`src/rtl/ohr_pkg.sv`:
```
// ----------------------------------------------------------------------------
// ohr_pkg
// Types and constants shared by the overwriting history ring modules.
// ----------------------------------------------------------------------------
package ohr_pkg;

  localparam int CAP_W  = 7;
  localparam int KIND_W = 2;
  localparam int SEEN_W = 32;

  localparam logic [KIND_W-1:0] KIND_PUSH  = 2'd0;
  localparam logic [KIND_W-1:0] KIND_FLUSH = 2'd1;
  localparam logic [KIND_W-1:0] KIND_CLEAR = 2'd2;

  typedef enum logic [1:0] {
    OP_PUSH,
    OP_FLUSH,
    OP_CLEAR
  } op_t;

  typedef enum logic {
    ST_IDLE,
    ST_FLUSH
  } back_state_t;

  // Head of the request queue as seen by the back part.
  typedef struct packed {
    logic valid;
    op_t  op;
  } req_head_t;

  // Output buffer status used by the back part for read credit.
  typedef struct packed {
    logic [1:0] count;
    logic       pop;
  } oq_stat_t;

endpackage

```
`src/rtl/ohr_front.sv`:
```
// ----------------------------------------------------------------------------
// ohr_front
// Accepts and classifies requests; holds known kinds in a two-entry queue.
// ----------------------------------------------------------------------------
module ohr_front #(
  parameter int RECORD_BITS = 64,
  parameter int IN_W        = 64
) (
  input  logic                        clk,
  input  logic                        rst_n,
  input  logic                        in_tvalid,
  output logic                        in_tready,
  input  logic [IN_W-1:0]             in_tdata,
  input  logic [ohr_pkg::KIND_W-1:0]  in_tuser,
  output ohr_pkg::req_head_t          head,
  output logic [RECORD_BITS-1:0]      head_rec,
  input  logic                        head_pop
);

  ohr_pkg::op_t           op_r [2];
  logic [RECORD_BITS-1:0] rec_r [2];
  logic                   wr_ptr_r, wr_ptr_nxt;
  logic                   rd_ptr_r, rd_ptr_nxt;
  logic [1:0]             count_r, count_nxt;
  logic                   accept;
  logic                   enq;
  ohr_pkg::op_t           cls_op;

  assign in_tready = (count_r != 2'd2);
  assign accept    = in_tvalid & in_tready;

  always_comb begin
    enq    = 1'b0;
    cls_op = ohr_pkg::OP_PUSH;
    case (in_tuser)
      ohr_pkg::KIND_PUSH: begin
        enq    = accept;
        cls_op = ohr_pkg::OP_PUSH;
      end
      ohr_pkg::KIND_FLUSH: begin
        enq    = accept;
        cls_op = ohr_pkg::OP_FLUSH;
      end
      ohr_pkg::KIND_CLEAR: begin
        enq    = accept;
        cls_op = ohr_pkg::OP_CLEAR;
      end
      default: begin
        enq = 1'b0;
      end
    endcase
  end

  always_comb begin
    wr_ptr_nxt = wr_ptr_r ^ enq;
    rd_ptr_nxt = rd_ptr_r ^ head_pop;
    count_nxt  = count_r + {1'b0, enq} - {1'b0, head_pop};
  end

  always_ff @(posedge clk) begin
    if (!rst_n) begin
      wr_ptr_r <= 1'b0;
      rd_ptr_r <= 1'b0;
      count_r  <= 2'd0;
    end else begin
      wr_ptr_r <= wr_ptr_nxt;
      rd_ptr_r <= rd_ptr_nxt;
      count_r  <= count_nxt;
    end
  end

  always_ff @(posedge clk) begin
    if (enq) begin
      op_r[wr_ptr_r]  <= cls_op;
      rec_r[wr_ptr_r] <= in_tdata[RECORD_BITS-1:0];
    end
  end

  assign head.valid = (count_r != 2'd0);
  assign head.op    = op_r[rd_ptr_r];
  assign head_rec   = rec_r[rd_ptr_r];

endmodule

```
`src/rtl/ohr_back.sv`:
```
// ----------------------------------------------------------------------------
// ohr_back
// Holds the ring state and record memory, executes pushes, clears and flushes.
// ----------------------------------------------------------------------------
module ohr_back #(
  parameter int DEPTH       = 64,
  parameter int RECORD_BITS = 64
) (
  input  logic                        clk,
  input  logic                        rst_n,
  input  logic                        cfg_wr_en,
  input  logic [ohr_pkg::CAP_W-1:0]   cfg_wr_data,
  input  ohr_pkg::req_head_t          head,
  input  logic [RECORD_BITS-1:0]      head_rec,
  output logic                        head_pop,
  input  ohr_pkg::oq_stat_t           oq_stat,
  output logic                        rd_valid,
  output logic [RECORD_BITS-1:0]      rd_rec,
  output logic                        rd_last,
  output logic [ohr_pkg::SEEN_W-1:0]  rd_seen
);

  localparam int PTR_W = (DEPTH > 1) ? $clog2(DEPTH) : 1;
  localparam int CNT_W = $clog2(DEPTH + 1);
  localparam int SUM_W = ohr_pkg::CAP_W + 1;

  ohr_pkg::back_state_t       state_r, state_nxt;
  logic [ohr_pkg::CAP_W-1:0]  cap_r, cap_nxt;
  logic [PTR_W-1:0]           wp_r, wp_nxt;
  logic [CNT_W-1:0]           fill_r, fill_nxt;
  logic [ohr_pkg::SEEN_W-1:0] pcount_r, pcount_nxt;
  logic [PTR_W-1:0]           idx_r, idx_nxt;
  logic [CNT_W-1:0]           remain_r, remain_nxt;
  logic                       inflight_r;
  logic [RECORD_BITS-1:0]     rd_data_r;
  logic                       rd_last_r;
  logic [ohr_pkg::SEEN_W-1:0] rd_seen_r;
  logic [RECORD_BITS-1:0]     mem [DEPTH];

  logic [SUM_W-1:0] cap8, wp8, fill8, idx8, wp_inc8, idx_inc8, first8;
  logic             mem_we;
  logic             issue;
  logic             credit_ok;

  assign cap8 = (cap_r > ohr_pkg::CAP_W'(DEPTH)) ? SUM_W'(DEPTH) : SUM_W'(cap_r);
  assign wp8      = SUM_W'(wp_r);
  assign fill8    = SUM_W'(fill_r);
  assign idx8     = SUM_W'(idx_r);
  assign wp_inc8  = wp8 + SUM_W'(1);
  assign idx_inc8 = idx8 + SUM_W'(1);

  always_comb begin
    first8 = wp8 + cap8 - fill8;
    if (first8 >= cap8) begin
      first8 = first8 - cap8;
    end
  end

  assign credit_ok = (3'(oq_stat.count) + 3'(inflight_r)) <= (3'd1 + 3'(oq_stat.pop));

  always_comb begin
    state_nxt  = state_r;
    cap_nxt    = cap_r;
    wp_nxt     = wp_r;
    fill_nxt   = fill_r;
    pcount_nxt = pcount_r;
    idx_nxt    = idx_r;
    remain_nxt = remain_r;
    head_pop   = 1'b0;
    mem_we     = 1'b0;
    issue      = 1'b0;
    case (state_r)
      ohr_pkg::ST_IDLE: begin
        if (head.valid) begin
          head_pop = 1'b1;
          case (head.op)
            ohr_pkg::OP_PUSH: begin
              pcount_nxt = pcount_r + ohr_pkg::SEEN_W'(1);
              if (cap8 != '0) begin
                mem_we = 1'b1;
                wp_nxt = (wp_inc8 == cap8) ? '0 : PTR_W'(wp_inc8);
                if (fill8 < cap8) begin
                  fill_nxt = fill_r + CNT_W'(1);
                end
              end
            end
            ohr_pkg::OP_FLUSH: begin
              if (cap8 != '0 && fill_r != '0) begin
                state_nxt  = ohr_pkg::ST_FLUSH;
                idx_nxt    = PTR_W'(first8);
                remain_nxt = fill_r;
              end
            end
            ohr_pkg::OP_CLEAR: begin
              wp_nxt     = '0;
              fill_nxt   = '0;
              pcount_nxt = '0;
            end
            default: begin
            end
          endcase
        end
      end
      ohr_pkg::ST_FLUSH: begin
        if (credit_ok) begin
          issue      = 1'b1;
          remain_nxt = remain_r - CNT_W'(1);
          idx_nxt    = (idx_inc8 == cap8) ? '0 : PTR_W'(idx_inc8);
          if (remain_r == CNT_W'(1)) begin
            state_nxt = ohr_pkg::ST_IDLE;
          end
        end
      end
      default: begin
        state_nxt = ohr_pkg::ST_IDLE;
      end
    endcase
    if (cfg_wr_en) begin
      cap_nxt    = cfg_wr_data;
      wp_nxt     = '0;
      fill_nxt   = '0;
      pcount_nxt = '0;
    end
  end

  always_ff @(posedge clk) begin
    if (!rst_n) begin
      state_r    <= ohr_pkg::ST_IDLE;
      cap_r      <= '0;
      wp_r       <= '0;
      fill_r     <= '0;
      pcount_r   <= '0;
      idx_r      <= '0;
      remain_r   <= '0;
      inflight_r <= 1'b0;
    end else begin
      state_r    <= state_nxt;
      cap_r      <= cap_nxt;
      wp_r       <= wp_nxt;
      fill_r     <= fill_nxt;
      pcount_r   <= pcount_nxt;
      idx_r      <= idx_nxt;
      remain_r   <= remain_nxt;
      inflight_r <= issue;
    end
  end

  always_ff @(posedge clk) begin
    if (mem_we) begin
      mem[wp_r] <= head_rec;
    end
  end

  always_ff @(posedge clk) begin
    if (issue) begin
      rd_data_r <= mem[idx_r];
      rd_last_r <= (remain_r == CNT_W'(1));
      rd_seen_r <= pcount_r;
    end
  end

  assign rd_valid = inflight_r;
  assign rd_rec   = rd_data_r;
  assign rd_last  = rd_last_r;
  assign rd_seen  = rd_seen_r;

endmodule

```
`src/rtl/ohr_out_q.sv`:
```
// ----------------------------------------------------------------------------
// ohr_out_q
// Two-entry output buffer that decouples memory reads from the result stream.
// ----------------------------------------------------------------------------
module ohr_out_q #(
  parameter int RECORD_BITS = 64,
  parameter int OUT_W       = 96
) (
  input  logic                        clk,
  input  logic                        rst_n,
  input  logic                        rd_valid,
  input  logic [RECORD_BITS-1:0]      rd_rec,
  input  logic                        rd_last,
  input  logic [ohr_pkg::SEEN_W-1:0]  rd_seen,
  output ohr_pkg::oq_stat_t           oq_stat,
  output logic                        out_tvalid,
  input  logic                        out_tready,
  output logic [OUT_W-1:0]            out_tdata,
  output logic                        out_tlast
);

  logic [RECORD_BITS-1:0]     rec_r  [2];
  logic                       last_r [2];
  logic [ohr_pkg::SEEN_W-1:0] seen_r [2];
  logic                       wr_ptr_r, wr_ptr_nxt;
  logic                       rd_ptr_r, rd_ptr_nxt;
  logic [1:0]                 count_r, count_nxt;
  logic                       pop;

  assign out_tvalid = (count_r != 2'd0);
  assign pop        = out_tvalid & out_tready;

  always_comb begin
    wr_ptr_nxt = wr_ptr_r ^ rd_valid;
    rd_ptr_nxt = rd_ptr_r ^ pop;
    count_nxt  = count_r + {1'b0, rd_valid} - {1'b0, pop};
  end

  always_ff @(posedge clk) begin
    if (!rst_n) begin
      wr_ptr_r <= 1'b0;
      rd_ptr_r <= 1'b0;
      count_r  <= 2'd0;
    end else begin
      wr_ptr_r <= wr_ptr_nxt;
      rd_ptr_r <= rd_ptr_nxt;
      count_r  <= count_nxt;
    end
  end

  always_ff @(posedge clk) begin
    if (rd_valid) begin
      rec_r[wr_ptr_r]  <= rd_rec;
      last_r[wr_ptr_r] <= rd_last;
      seen_r[wr_ptr_r] <= rd_seen;
    end
  end

  assign oq_stat.count = count_r;
  assign oq_stat.pop   = pop;
  assign out_tdata     = OUT_W'({seen_r[rd_ptr_r], rec_r[rd_ptr_r]});
  assign out_tlast     = last_r[rd_ptr_r];

endmodule

```
`src/rtl/overwriting_history_ring.sv`:
```
// A push or clear request takes effect on the ring when the idle back part pops it.
// Pushes are accepted one per cycle while the queue has room; the ring updates once
// per cycle from the queue unless flushing. A flush emits its n held records one per
// cycle while the output is not stalled, set by the single record memory read port.
// Reset is synchronous and active low; it clears control state and the capacity
// register, while the record memory is not cleared.
// ----------------------------------------------------------------------------
// overwriting_history_ring
// Keeps the most recent records in a ring of configurable capacity and emits
// them oldest first on a flush request.
// ----------------------------------------------------------------------------
module overwriting_history_ring #(
  parameter int DEPTH       = 64,
  parameter int RECORD_BITS = 64
) (
  input  logic                                          clk,
  input  logic                                          rst_n,
  input  logic                                          cfg_wr_en,
  input  logic [ohr_pkg::CAP_W-1:0]                     cfg_wr_data,
  input  logic                                          in_tvalid,
  output logic                                          in_tready,
  // record_in
  input  logic [((RECORD_BITS+7)/8)*8-1:0]              in_tdata,
  // kind
  input  logic [ohr_pkg::KIND_W-1:0]                    in_tuser,
  output logic                                          out_tvalid,
  input  logic                                          out_tready,
  // record_out, seen_total
  output logic [((RECORD_BITS+ohr_pkg::SEEN_W+7)/8)*8-1:0] out_tdata,
  output logic                                          out_tlast
);

  localparam int IN_W  = ((RECORD_BITS + 7) / 8) * 8;
  localparam int OUT_W = ((RECORD_BITS + ohr_pkg::SEEN_W + 7) / 8) * 8;

  ohr_pkg::req_head_t         head;
  logic [RECORD_BITS-1:0]     head_rec;
  logic                       head_pop;
  ohr_pkg::oq_stat_t          oq_stat;
  logic                       rd_valid;
  logic [RECORD_BITS-1:0]     rd_rec;
  logic                       rd_last;
  logic [ohr_pkg::SEEN_W-1:0] rd_seen;

  ohr_front #(
    .RECORD_BITS (RECORD_BITS),
    .IN_W        (IN_W)
  ) u_front (
    .clk       (clk),
    .rst_n     (rst_n),
    .in_tvalid (in_tvalid),
    .in_tready (in_tready),
    .in_tdata  (in_tdata),
    .in_tuser  (in_tuser),
    .head      (head),
    .head_rec  (head_rec),
    .head_pop  (head_pop)
  );

  ohr_back #(
    .DEPTH       (DEPTH),
    .RECORD_BITS (RECORD_BITS)
  ) u_back (
    .clk         (clk),
    .rst_n       (rst_n),
    .cfg_wr_en   (cfg_wr_en),
    .cfg_wr_data (cfg_wr_data),
    .head        (head),
    .head_rec    (head_rec),
    .head_pop    (head_pop),
    .oq_stat     (oq_stat),
    .rd_valid    (rd_valid),
    .rd_rec      (rd_rec),
    .rd_last     (rd_last),
    .rd_seen     (rd_seen)
  );

  ohr_out_q #(
    .RECORD_BITS (RECORD_BITS),
    .OUT_W       (OUT_W)
  ) u_out_q (
    .clk        (clk),
    .rst_n      (rst_n),
    .rd_valid   (rd_valid),
    .rd_rec     (rd_rec),
    .rd_last    (rd_last),
    .rd_seen    (rd_seen),
    .oq_stat    (oq_stat),
    .out_tvalid (out_tvalid),
    .out_tready (out_tready),
    .out_tdata  (out_tdata),
    .out_tlast  (out_tlast)
  );

endmodule

```
`config.mk`:
```
export PLATFORM = sky130hd
export DESIGN_NAME = overwriting_history_ring
export DESIGN_NICKNAME = d
export VERILOG_FILES = /design/src/rtl/ohr_pkg.sv /design/src/rtl/ohr_front.sv /design/src/rtl/ohr_back.sv /design/src/rtl/ohr_out_q.sv /design/src/rtl/overwriting_history_ring.sv
export SDC_FILE = /design/constraint.sdc
export NUM_CORES = 2
export LEC_CHECK = 0
export ABC_AREA = 1
export BUFFER_PORTS_ARGS = -buffer_cell sky130_fd_sc_hd__buf_2
export CAP_MARGIN = 25
export CORE_UTILIZATION = 50
export DETAILED_ROUTE_END_ITERATION = 10
export GPL_TIMING_DRIVEN = 1
export PLACE_DENSITY_LB_ADDON = 0.12
export SYNTH_ARGS = -nofsm -noshare
export SYNTH_HDL_FRONTEND = slang
export SYNTH_HIERARCHICAL = 1
export SYNTH_MEMORY_MAX_BITS = 65536
export SYNTH_SLANG_ARGS = --single-unit
```
`constraint.sdc`:
```
create_clock -name clk -period 15.4 [get_ports clk]
set_input_delay 3.08 -clock clk [delete_from_list [all_inputs] [get_ports clk]]
set_output_delay 3.08 -clock clk [all_outputs]
set_load 0.01 [all_outputs]
```
==> metrics.txt <==
sequential-to-total area share from yosys stat=0.760; number of rows in the core area=220; synth unique cells=42; Finished Layout Cells=18895; drt initial violations=14306; count of H-tree levels built during CTS=5; Min Clock Period, post-route=6.19 ns; number of placed instances, taps included=18027; Relative slew margins=0.170; Hold Vio Cnt, Final=0; met3 track demand over resource=0.0453; Routed WL per cell=28.8 um; netlist area before placement=0.181 mm2; Max Freq=162 MHz; count of hold buffers inserted by post-cts repair=0; total power density per cell area=146 mW/mm2; end point of the critical path=u_back/mem[27][18]$_DFFE_PP_; Worst-Skew Late Latency=1.00 ns; final clock period utilization by the worst path=0.402; area post-placement=0.186 mm2; most congested layer reported by global routing=met2; setup fix buffers added after clock tree synthesis=0; vias after detailed routing=118011; number of flops mapped to enable cells by yosys=4519; maximum fanout encountered on the critical timing path=26; GPL Wtd Cong=0.829; effective utilization at floorplan=0.503; final std cell area, no fill=0.201 mm2; cts bufs inserted=462; maximum clock insertion buffer count=4; Post-Synthesis Cells=13740; DRT Wirelength=544000 um; endpoint kind of the worst setup timing path=register; Crit path required time=16.03 ns; M2 GR Usage=0.471; crit start category=register; register bit count reported by yosys=4596; number of iterations in the first detailed-routing pass=6; max-capacitance violation count=0; detailed placer's ending HPWL=286000 um; number of vias per cell after detailed routing=6.25; Die Wd=603 um; RSZ-0062 raised after global routing=no; remaining antenna violation count after routing=0; Total Die Area=0.364 mm2; most common flop cell mapped by yosys=sky130_fd_sc_hd__edfxtp_1; Slew @ Worst Pin=1.25 ns; TritonCTS clock tree=done; total of cells resized after clock tree synthesis=0; Final Max Tran Viols=0; Worst EP arrival=6.81 ns; total congestion overflow after global routing=0; Mapped Avg Cell Area=13.1 um2; leading cell type in the layout, fill and taps excluded=sky130_fd_sc_hd__edfxtp_1; pin count of the biggest net entering global routing=222; GR Layer Usage met1=0.414; Final setup violation count=0; CTS Sinks=4596; class of the most critical hold timing path=reg -> reg; Worst Skew=0.0401 ns; Mapped Nets=13864; power consumption=29.4 mW; total routing resource utilization after global routing=0.293; height of the die=603 um; clock-pin transition on the worst setup and hold timing paths=0.06 ns; number of cell instances on the worst register-to-register path=10; first-pass GRT wire length=779000 um; number of warnings printed during yosys synthesis=6; P&R area growth vs syn=11.3%; flop-to-flop setup slack=9.21 ns; maximum VDD drop=0.117 mV; most frequent cells in the layout=sky130_fd_sc_hd__edfxtp_1 (4519), sky130_fd_sc_hd__nor2_1 (2170), sky130_fd_sc_hd__o21ai_0 (2105); final-layout setup total negative slack=0 ns; crit path kind=reg -> reg; count of input and output buffers=176; run status=finished clean; placeable core region=0.359 mm2; fraction of layout instances using a drive strength above 1=0.0950; clock root buffer=sky130_fd_sc_hd__clkbuf_16; DRC viols=0; Total Nets Final=13847; worst reg2reg endpoint=u_back/mem[27][18]$_DFFE_PP_; Top Ports=177; share of async-settable or async-resettable flops after synthesis=0; number of global-route vias before repair=112345; Static Leak=66.9 nW; initial antenna violation count=31
how the worst min path moves through the flow:
stage | startpoint | end | slack [ns] | cells after the start
after floorplan | u_back/pcount_r[31]$_SDFFE_PP0P_ | u_back/rd_seen[31]$_DFFE_PP_ | 0.41 | 0
after global routing | u_back/pcount_r[31]$_SDFFE_PP0P_ | u_back/rd_seen[31]$_DFFE_PP_ | 0.43 | 0
after global placement | u_back/pcount_r[31]$_SDFFE_PP0P_ | u_back/rd_seen[31]$_DFFE_PP_ | 0.42 | 0
after CTS | u_back/pcount_r[31]$_SDFFE_PP0P_ | u_back/rd_seen[31]$_DFFE_PP_ | 0.43 | 0
after detailed placement | u_back/pcount_r[31]$_SDFFE_PP0P_ | u_back/rd_seen[31]$_DFFE_PP_ | 0.42 | 0
final | u_back/pcount_r[31]$_SDFFE_PP0P_ | u_back/rd_seen[31]$_DFFE_PP_ | 0.43 | 0
power breakdown:
group / internal (mW) / leakage, nW / switching (mW)
sequential: 15.0 / 41.3 / 0.0734
clock: 6.19 / 7.15 / 4.72
combinational: 0.688 / 18.4 / 2.80
total: 21.8 / 66.9 / 7.59
final cells by class:
class                           count  area, um2
Clock inverter                    273       2410
Tap cell                         4773       5970
Inverter                          131        551
Antenna cell                        9       22.5
Clock buffer                      581      12200
Fill cell                       28828     158000
Multi-Input combinational cell   8085      39400
Timing Repair Buffer              447       3260
Sequential cell                  4596     137000
stage by stage:
step	util	hold WS [ns]	setup WS, ns
2_1_floorplan	-	0.408	8.83
3_3_place_gp	0.518	0.418	8.93
3_5_place_dp	0.519	0.418	9.02
4_1_cts	0.559	0.432	9.30
5_1_grt	0.560	0.432	9.06
6_report	0.560	0.431	9.21
critical path: stages, from the launching register on:
cell and delay (ns):
sky130_fd_sc_hd__dfxtp_4 0.60, sky130_fd_sc_hd__mux2_2 0.50, sky130_fd_sc_hd__inv_1 0.14, sky130_fd_sc_hd__nand2_2 0.18
sky130_fd_sc_hd__inv_2 0.21, sky130_fd_sc_hd__nand2_1 0.09, sky130_fd_sc_hd__nor2_1 0.70, sky130_fd_sc_hd__nand4_1 0.94
sky130_fd_sc_hd__nor2_4 1.09, sky130_fd_sc_hd__buf_4 0.69, sky130_fd_sc_hd__buf_4 0.51
synth_stat cells (10+ instances only):
cell type,number,area [um2]
sky130_fd_sc_hd__inv_1,122,458
sky130_fd_sc_hd__nor3_1,16,80.1
sky130_fd_sc_hd__buf_4,34,255
sky130_fd_sc_hd__nor2_1,2235,8390
sky130_fd_sc_hd__buf_1,40,150
sky130_fd_sc_hd__clkbuf_1,586,2200
sky130_fd_sc_hd__mux2_2,93,1050
sky130_fd_sc_hd__o21ai_0,2105,10500
sky130_fd_sc_hd__buf_2,255,1280
sky130_fd_sc_hd__a21oi_1,61,305
sky130_fd_sc_hd__mux2_4,70,1050
sky130_fd_sc_hd__edfxtp_1,4519,136000
sky130_fd_sc_hd__nand3_1,831,4160
sky130_fd_sc_hd__ha_1,38,475
sky130_fd_sc_hd__nand2_1,1531,5750
sky130_fd_sc_hd__xor2_1,10,87.6
sky130_fd_sc_hd__dfxtp_1,77,1540
sky130_fd_sc_hd__o22ai_1,1024,6410
sky130_fd_sc_hd__buf_6,13,146
sky130_fd_sc_hd__nand4_1,24,150
metal layers:
metal	part of all wire	wire, um
met1	0.40	217000
met2	0.47	255000
met3	0.10	54600
met4	0.032	17500
met5	0.000013	7
cells by family (layout without fill, tap and decap cells):
group,after synthesis,count (layout),share of synthesized area
simple gates,4650,4650,0.103
compound gates,3207,3207,0.0962
buf+inv,1059,1432,0.0250
other cells,0,9,0
flops,4596,4596,0.760
xor+xnor,19,19,0.000921
fa+ha+maj,46,46,0.00352
mux,163,163,0.0116
sequential cells by signal, summed over array words and instances, names as in the netlist, 2 cells and up, named ones only:
register         count
u_back/remain_r      7
u_front/rec_r      128
u_back/fill_r        7
u_out_q/count_r      2
u_back/idx_r         6
u_back/mem        4096
u_out_q/rec_r      128
u_out_q/last_r       2
u_back/pcount_r     32
u_out_q/seen_r      64
u_back/rd_rec       64
u_back/rd_seen      32
u_front/count_r      2
u_back/cap_r         7
u_back/wp_r          6
u_front/op_r         4
Power figures use the tool's default switching activity.
